--- config.mk ---
export PLATFORM = sky130hd
export DESIGN_NAME = bfgl_cfg_regs
export DESIGN_NICKNAME = d
export VERILOG_FILES = /design/src/rtl/bfgl_pkg.sv /design/src/rtl/bfgl_cfg_regs.sv
export SDC_FILE = /design/constraint.sdc
export NUM_CORES = 1
export LEC_CHECK = 0
export ABC_AREA = 1
export BUFFER_PORTS_ARGS = -buffer_cell sky130_fd_sc_hd__buf_2
export CAP_MARGIN = 10
export CELL_PAD_IN_SITES_DETAIL_PLACEMENT = 1
export CELL_PAD_IN_SITES_GLOBAL_PLACEMENT = 1
export CORE_MARGIN = 4
export CORE_UTILIZATION = 30
export CTS_BUF_LIST = sky130_fd_sc_hd__clkbuf_4 sky130_fd_sc_hd__clkbuf_8 sky130_fd_sc_hd__clkbuf_16
export DETAILED_ROUTE_END_ITERATION = 16
export GPL_TIMING_DRIVEN = 0
export PLACE_DENSITY = 0.6
export SYNTH_ARGS = -nofsm -noshare
export SYNTH_HDL_FRONTEND = slang
export SYNTH_SLANG_ARGS = --single-unit
--- constraint.sdc ---
create_clock -name aclk -period 6.2 [get_ports aclk]
set_input_delay 1.24 -clock aclk [delete_from_list [all_inputs] [get_ports aclk]]
set_output_delay 1.24 -clock aclk [all_outputs]
set_load 0.01 [all_outputs]
--- src/rtl/bfgl_pkg.sv ---
package bfgl_pkg;

    localparam int MAX_BLOCKS_DEF = 256;

    localparam int CFG_IDX_W  = 2;
    localparam int CFG_DATA_W = 8;
    localparam int SIZE_W     = 13;
    localparam int CODE_W     = 16;
    localparam int OFFSET_W   = 32;
    localparam int ENTRY_W    = 2 * CODE_W;

    localparam logic [CFG_IDX_W-1:0] REG_GLYPH_WIDTH  = 2'd0;
    localparam logic [CFG_IDX_W-1:0] REG_GLYPH_HEIGHT = 2'd1;
    localparam logic [CFG_IDX_W-1:0] REG_DOUBLE_BYTE  = 2'd2;
    localparam logic [CFG_IDX_W-1:0] REG_BLOCK_COUNT  = 2'd3;

    localparam logic [7:0] GLYPH_WIDTH_RST  = 8'd8;
    localparam logic [7:0] GLYPH_HEIGHT_RST = 8'd16;
    localparam logic       DOUBLE_BYTE_RST  = 1'b0;
    localparam logic [7:0] BLOCK_COUNT_RST  = 8'd0;

    localparam logic KIND_WRITE  = 1'b0;
    localparam logic KIND_LOOKUP = 1'b1;

    localparam logic [OFFSET_W-1:0] SBCS_BASE  = 32'd17;
    localparam logic [OFFSET_W-1:0] DBCS_BASE  = 32'd18;
    localparam logic [CODE_W:0]     SBCS_CODES = 17'h100;

    localparam logic [8:0] PITCH_ROUND = 9'd7;
    localparam int         PITCH_SHIFT = 3;

    typedef struct packed {
        logic [7:0]        glyph_width;
        logic [7:0]        glyph_height;
        logic              double_byte;
        logic [7:0]        block_count;
        logic [SIZE_W-1:0] glyph_size;
    } cfg_t;

endpackage

--- src/rtl/bfgl_cfg_regs.sv ---
module bfgl_cfg_regs (
    input  logic                             aclk,
    input  logic                             aresetn,
    input  logic                             cfg_wr_en,
    input  logic [bfgl_pkg::CFG_IDX_W-1:0]   cfg_index,
    input  logic [bfgl_pkg::CFG_DATA_W-1:0]  cfg_wdata,
    output bfgl_pkg::cfg_t                   cfg
);

    logic [7:0] glyph_width_reg;
    logic [7:0] glyph_height_reg;
    logic       double_byte_reg;
    logic [7:0] block_count_reg;
    logic [5:0] pitch;

    always_ff @(posedge aclk) begin
        if (!aresetn) begin
            glyph_width_reg  <= bfgl_pkg::GLYPH_WIDTH_RST;
            glyph_height_reg <= bfgl_pkg::GLYPH_HEIGHT_RST;
            double_byte_reg  <= bfgl_pkg::DOUBLE_BYTE_RST;
            block_count_reg  <= bfgl_pkg::BLOCK_COUNT_RST;
        end else if (cfg_wr_en) begin
            unique case (cfg_index)
                bfgl_pkg::REG_GLYPH_WIDTH:  glyph_width_reg  <= cfg_wdata;
                bfgl_pkg::REG_GLYPH_HEIGHT: glyph_height_reg <= cfg_wdata;
                bfgl_pkg::REG_DOUBLE_BYTE:  double_byte_reg  <= cfg_wdata[0];
                bfgl_pkg::REG_BLOCK_COUNT:  block_count_reg  <= cfg_wdata;
                default: ;
            endcase
        end
    end

    assign pitch = 6'(({1'b0, glyph_width_reg} + bfgl_pkg::PITCH_ROUND)
                      >> bfgl_pkg::PITCH_SHIFT);

    assign cfg.glyph_width  = glyph_width_reg;
    assign cfg.glyph_height = glyph_height_reg;
    assign cfg.double_byte  = double_byte_reg;
    assign cfg.block_count  = block_count_reg;
    assign cfg.glyph_size   = bfgl_pkg::SIZE_W'(pitch) * bfgl_pkg::SIZE_W'(glyph_height_reg);

endmodule

* After elaboration in Yosys (flattened, before gate mapping)
Cells that the tools add are included.
** Storage, ports and cells
- Output and inout port bits :: 38
- Logic and storage cells :: 14
- Register bits :: 25
- Input bits :: 13
** Operators by class
- Eq/ne operators :: 3
- Reduce and logical (&&, ||, !) cells :: 5
- $add $sub $neg :: 1
- $mul :: 1
** Operators with widths (number)
- $mul 6x8->13 :: 1
- $add 8x3->9 const B :: 1
- $reduce_and 2->1 :: 4
- $eq 2x2->1 const B :: 2
- $eq 2x1->1 const B :: 1
- $logic_not 2->1 :: 1

* Longest topological paths before layout
Gate-level depths: netlist (run 1).
- Depth after elaboration :: 2
- Gate-level depth with buffers :: 25

* Worst setup path before layout (run 1)
Ideal clock, no wire load.
- Kind :: flip-flop to output port
- Start :: reg glyph_width_reg[2]
- End :: out cfg[12] (netlist name)
- Data arrival time :: 3.684 ns
- Buffers on the path :: 0
- Cell stages (with the launch flop) :: 24
- Path slack :: 1.276 ns
- Cell sequence :: dfxtp_1 > nor2_1 > nand2_2 > nand2_2 > nor2_4 > nand3_2 > nand2_1 > nand2_2 > inv_2 > nand2_1 > fa_1 > inv_1 > fa_1 > inv_1 > fa_1 > inv_1 > ha_1 > nand2_1 > nand2_1 > a21oi_1 > nand2_1 > nor2_1 > nand3_1 > nand2_1
** RTL lines
- start: declaration :: RTL line bfgl_cfg_regs.sv:10 : logic [7:0] glyph_width_reg;
- start signal: assignment :: RTL line bfgl_cfg_regs.sv:18 : glyph_width_reg <= bfgl_pkg::GLYPH_WIDTH_RST;
- start signal: assignment :: RTL line bfgl_cfg_regs.sv:24 : bfgl_pkg::REG_GLYPH_WIDTH: glyph_width_reg <= cfg_wdata;
- end: declaration :: RTL line bfgl_cfg_regs.sv:7 : output bfgl_pkg::cfg_t cfg

==> summary.txt, run 1 <==
Vias: 2266
Gate Count Post-Synth: 343
Fin crit share: 89.2%
Placement Setup Slack: 0.921 ns
CTS Buf Count: 3
Register Area: 500 um^2
Post-DR vias/cell: 4.54
Worst Path Buf+Inv: 6
Initial antenna violation count: 0
Vias in the first global route: 2399
Fin. Hold Viols: 0
Setup repair bufs after CTS: 0
Overall power: 409 uW
Depth of the CTS H-tree: 1
Post-DR wirelength/cell: 13.2 um
Length of the first detailed-routing pass in iterations: 4
Max rail drop VDD: 94.1 uV
Post-route DRC violation count: 0
Clock tree buffer depth: 2
Critical-path cell list: nor2_1, nand2_2, nand2_2, nor2_4, nand2_1, nand2_1, nand2_2, inv_2, nand2_1, fa_1, inv_1, fa_1, inv_1, fa_1, inv_1, ha_1, nand2_1, nor2_1, nand3_1, inv_1, nor2_1, nand3_1, nand2_1, buf_2
Fill count: 1017
Number of distinct library cells after synthesis: 27
# diodes: 0
Largest stage delay, worst path: 0.54 ns
Highest-count cells in the layout ignoring fill and taps: 78 x inv_1, 53 x nand2_1, 52 x buf_2
Detail Placement HPWL: 5.80 mm
IO Port Bufs: 50
Synth Area per Inst: 7.21 um^2
Layout Utilization: 36.8%
Slowest stage cell, crit path: fa_1
Final setup viols: 0
Clk_lat worst skew: 0.27 ns
RD Place Congestion: 0.745
Worst hold-check path type: reg2reg
# Max-Cap Violations: 0
Hold Buf Count CTS: 0
Skew final: 0 ns
Leakage: 0.00161 uW
1st-iter DRT viols: 37
Setup Crit Path Kind: reg2out
Slew margin rel.: 74.5%
Layout cell share with drive strength beyond 1: 18.9%
Core area: 7890 um^2
CP Launch Type: register
Nets: 456
Internal reg-to-reg setup slack: 5.38 ns
CTS clk-pin slew, worst paths: 0.09 ns
Max-slew violations: 0
Worst-path fanout max: 7
Most common cell after layout, fill and taps aside: inv_1
Most used cell along the critical path: nand2_1
Die area: 9760 um^2
Req. time, crit path: 4.96 ns
Final setup TNS: 0 ns
Die Wd: 98.8 um
Post-CTS Resized: 0
Worst setup margin: 0.667 ns
Multi-input logic area: 1630 um^2
Synthesis Warnings: 0
CTS tree: done
Largest net degree at the start of global routing: 14
Post-Syn Area: 2470 um^2
RSZ-0062 raised after global routing: false
CP top delay family: adder cells
Clock Sinks: 25
Slew at the pin closest to its max-slew limit: 0.382 ns
IO Count: 51
First-pass GRT wire length: 11.2 mm
Finished Cell Area: 2900 um^2
Tmin final: 5.53 ns
Remaining Overflow, GRT: 0
Max Fclk: 0.181 GHz
FP Rows: 32
Area grow syn2layout: 17.2%
Routed WL: 6.58 mm
Critical Path AT: 4.29 ns
Clock root buffer: clkbuf_8
Overall routing resource usage: 13.8%
Pwr dens: 141 nW/um^2
Die Ht: 98.8 um
Sequential fraction of the synthesis area: 20.2%
Synth Net Count: 401
Post-route ant nets: 0
Flops & latches, synth: 25
Status: completed
Post-DP Area: 2850 um^2
Crit end category: output pin
Initial Utilization: 31.4%
[layer usage]
metal  global-route usage (%)  vias up  share of wire (%)
li1                         -     1155                  -
met1                     18.7     1073                 47
met2                     24.3       34                 50
met3                     1.56        4                2.8
met4                     2.00        0               0.61
met5                        0        -                  0
[cells by family after synthesis]
family | share of synthesized area [%]
AND/OR/NAND/NOR | 22.3
adder cells (fa/ha/maj) | 30.0
XOR/XNOR | 2.12
AO/OA/AOI/OAI | 11.6
buffers and inverters | 13.8
flip-flops | 20.2
[worst min-delay path: cells and delay by family, from the launching register on]
| family | cells | cell delay [ns] |
|---|---|---|
| buffers and inverters | 1 | 0.04 |
| AO/OA/AOI/OAI | 1 | 0.05 |
| flip-flops | 1 | 0.31 |
[stage by stage]
| step | hold slack [ns] | cells |
|---|---|---|
| global placement | 0.434 | 495 |
| floorplan | 0.424 | 343 |
| global route | 0.464 | 499 |
| detailed placement | 0.437 | 495 |
| CTS | 0.450 | 499 |
| finish | 0.446 | 499 |
[layout make-up]
| type | instances | area share (%) |
|---|---|---|
| plain buffers | 6 | 1.25 |
| clock buffers | 4 | 1.68 |
| inverters | 81 | 10.5 |
| multi-input cells | 231 | 56.3 |
| flip-flops and latches | 25 | 17.3 |
| well taps | 102 | 4.40 |
| repair buffers | 50 | 8.63 |
[synthesized netlist by cell type, drive strengths merged]
library cell | n | area [um^2]
or2 | 1 | 6.26
o21a | 1 | 7.51
o211ai | 2 | 15.0
nand2 | 60 | 243
nand4 | 2 | 12.5
nor2 | 47 | 194
xnor2 | 1 | 8.76
xor2 | 5 | 43.8
nand3 | 14 | 87.6
clkbuf | 2 | 7.51
dfxtp | 25 | 500
nand3b | 1 | 7.51
fa | 24 | 480
inv | 81 | 304
buf | 4 | 28.8
ha | 21 | 263
o21ai | 24 | 124
a21oi | 28 | 140
[report_power, final]
group / leakage, uW / switching [uW] / internal [uW]
logic: 0.00138 / 84.7 / 47.8
clock network: 0.0000262 / 50.3 / 50.3
registers: 0.000205 / 7.00 / 169
[final timing paths]
| kind | start | endpoint | cells past startpoint |
|---|---|---|---|
| setup / recovery | glyph_width_reg[2] | cfg[12] | 24 |
| hold / removal | block_count_reg[2] | block_count_reg[2] | 2 |
| setup reg to reg | glyph_height_reg[4] | glyph_height_reg[4] | 2 |
| hold reg to reg | block_count_reg[2] | block_count_reg[2] | 2 |
No activity file was read; power rests on OpenSTA's default activity.
==> run 2: changes to the inputs <==
clock period = 5.35 ns   (was 6.2 ns; I/O delays follow)
==> summary.txt, run 2 (same netlist as run 1, synthesis figures left out) <==
Layout cell share with drive strength beyond 1: 28.1%
Worst-path fanout max: 7
Overall routing resource usage: 13.9%
Clock root buffer: clkbuf_8
Hold path cells: 2
Remaining Overflow, GRT: 0
Die Ht: 98.8 um
Crit Reg-Reg Startpoint: glyph_height_reg[4]
Pwr dens: 160 nW/um^2
Finished Cell Area: 3120 um^2
Routed WL: 6.82 mm
GRT met1 Usage: 18.8%
Fill count: 998
First-pass GRT wire length: 11.2 mm
Post-DR vias/cell: 4.54
Post-DP Area: 2850 um^2
Most common cell after layout, fill and taps aside: inv_1
Detail Placement HPWL: 5.80 mm
CTS Buf Count: 3
Global routing usage on met3: 1.56%
1st-iter DRT viols: 37
Final setup TNS: 0 ns
Internal reg-to-reg setup slack: 4.51 ns
Skew final: 0 ns
Die Wd: 98.8 um
Internal: 323 uW
Register Area: 509 um^2
CTS clk-pin slew, worst paths: 0.09 ns
Vias in the first global route: 2405
Slew at the pin closest to its max-slew limit: 0.386 ns
Fin. Hold Viols: 0
Worst hold-check path type: reg2reg
Switching Fraction: 35.2%
Req. time, crit path: 4.28 ns
Tmin final: 5.15 ns
Switching power: 175 uW
Fin crit share: 96.2%
Clock Sinks: 25
Worst r2r path cells: 2
IO Count: 51
Crit path from: glyph_width_reg[2]
Setup Crit Path Kind: reg2out
Slew margin rel.: 74.2%
Sequential share of power: 41.1%
Layout Utilization: 39.5%
Die area: 9760 um^2
Status: completed
Core area: 7890 um^2
Post-DR wirelength/cell: 13.5 um
Multi-input logic area: 1800 um^2
Critical Path AT: 4.08 ns
CTS tree: done
CP Launch Type: register
# diodes: 0
Clock tree buffer depth: 2
Max Fclk: 0.194 GHz
HP Start: block_count_reg[2]
# Max-Cap Violations: 0
Met2 usage: 24.3%
Clock power share: 23.4%
Worst Hold End: block_count_reg[2]
FP Rows: 32
Crit end category: output pin
Nets: 461
Leakage: 0.00163 uW
Clk_lat worst skew: 0.27 ns
Depth of the CTS H-tree: 1
Area grow syn2layout: 26.0%
Reg2Reg Capture Point: glyph_height_reg[4]
Hold slack: 0.445 ns
Max rail drop VDD: 109 uV
RSZ-0062 raised after global routing: true
Initial antenna violation count: 0
RD Place Congestion: 0.745
Largest net degree at the start of global routing: 14
IO Port Bufs: 50
Final setup viols: 0
Combinational Power Share: 35.5%
Length of the first detailed-routing pass in iterations: 4
Vias: 2290
Max-slew violations: 0
Post-route ant nets: 0
GRT Max-Usage Layer: met2
Post-route DRC violation count: 0
Initial Utilization: 31.4%
Highest-count cells in the layout ignoring fill and taps: 76 x inv_1, 52 x buf_2, 46 x nand2_1
run 2: routing by layer:
| metal | part of all wire (%) | vias to the layer above |
|---|---|---|
| met3 | 2.7 | 2 |
| met2 | 51 | 34 |
| met5 | 0 | - |
| li1 | - | 1163 |
| met4 | 0.28 | 0 |
| met1 | 46 | 1091 |
run 2: final cells by class:
type	count	area share [%]
repair buffers	55	9.23
well taps	102	4.09
plain buffers	6	1.16
multi-input cells	231	57.8
inverters	81	9.76
clock buffers	4	1.57
flip-flops and latches	25	16.3
run 2: how the worst max path moves through the flow:
stage,endpoint,cells past startpoint
2_1_floorplan,cfg[12],23
3_3_place_gp,cfg[12],24
3_5_place_dp,cfg[12],24
4_1_cts,cfg[12],23
5_1_grt,cfg[12],24
6_report,cfg[12],24
run 2: through the flow:
stage                     cells  setup slack [ns]  total power [uW]
final                       504             0.203               498
after floorplan             343             0.596               310
after global routing        504           -0.0853               536
after global placement      495             0.224               362
after CTS                   499           0.00123               488
after detailed placement    495             0.241               366
run 2: critical path: stages, from the launching register on:
cell and delay, ns:
dfxtp_2 0.37, nor2_4 0.05, nand2_4 0.09, nand2_4 0.08, nor2_4 0.14, nand2_2 0.09, nand2_2 0.09, nand2_4 0.10
nor2_2 0.13, fa_1 0.47, fa_1 0.55, inv_1 0.05, fa_1 0.52, inv_1 0.06, ha_4 0.26, nand2_1 0.08
inv_1 0.07, nand2_1 0.06, nand2_1 0.06, nand2_2 0.08, nand2_1 0.06, nor2_1 0.11, nand3_1 0.07, nand2_1 0.06
buf_2 0.12
run 2: timing repair:
| action | CTS | global route |
|---|---|---|
| endpoints found under the setup margin | 2 | 6 |
| hold endpoints to repair | 0 | 0 |
| cloned | 0 | 0 |
| hold buffers | 0 | 0 |
| pin swaps | 0 | 16 |
| setup buffers | 0 | 5 |
| gates resized for setup | 5 | 41 |
run 2: power groups by stage:
stage          clock network [uW]  logic (uW)  registers, uW
2_1_floorplan                   0        98.3            211
6_report                      117         176            205
3_5_place_dp                    0         158            209
5_1_grt                       130         200            206
4_1_cts                       123         161            204
3_3_place_gp                    0         153            208
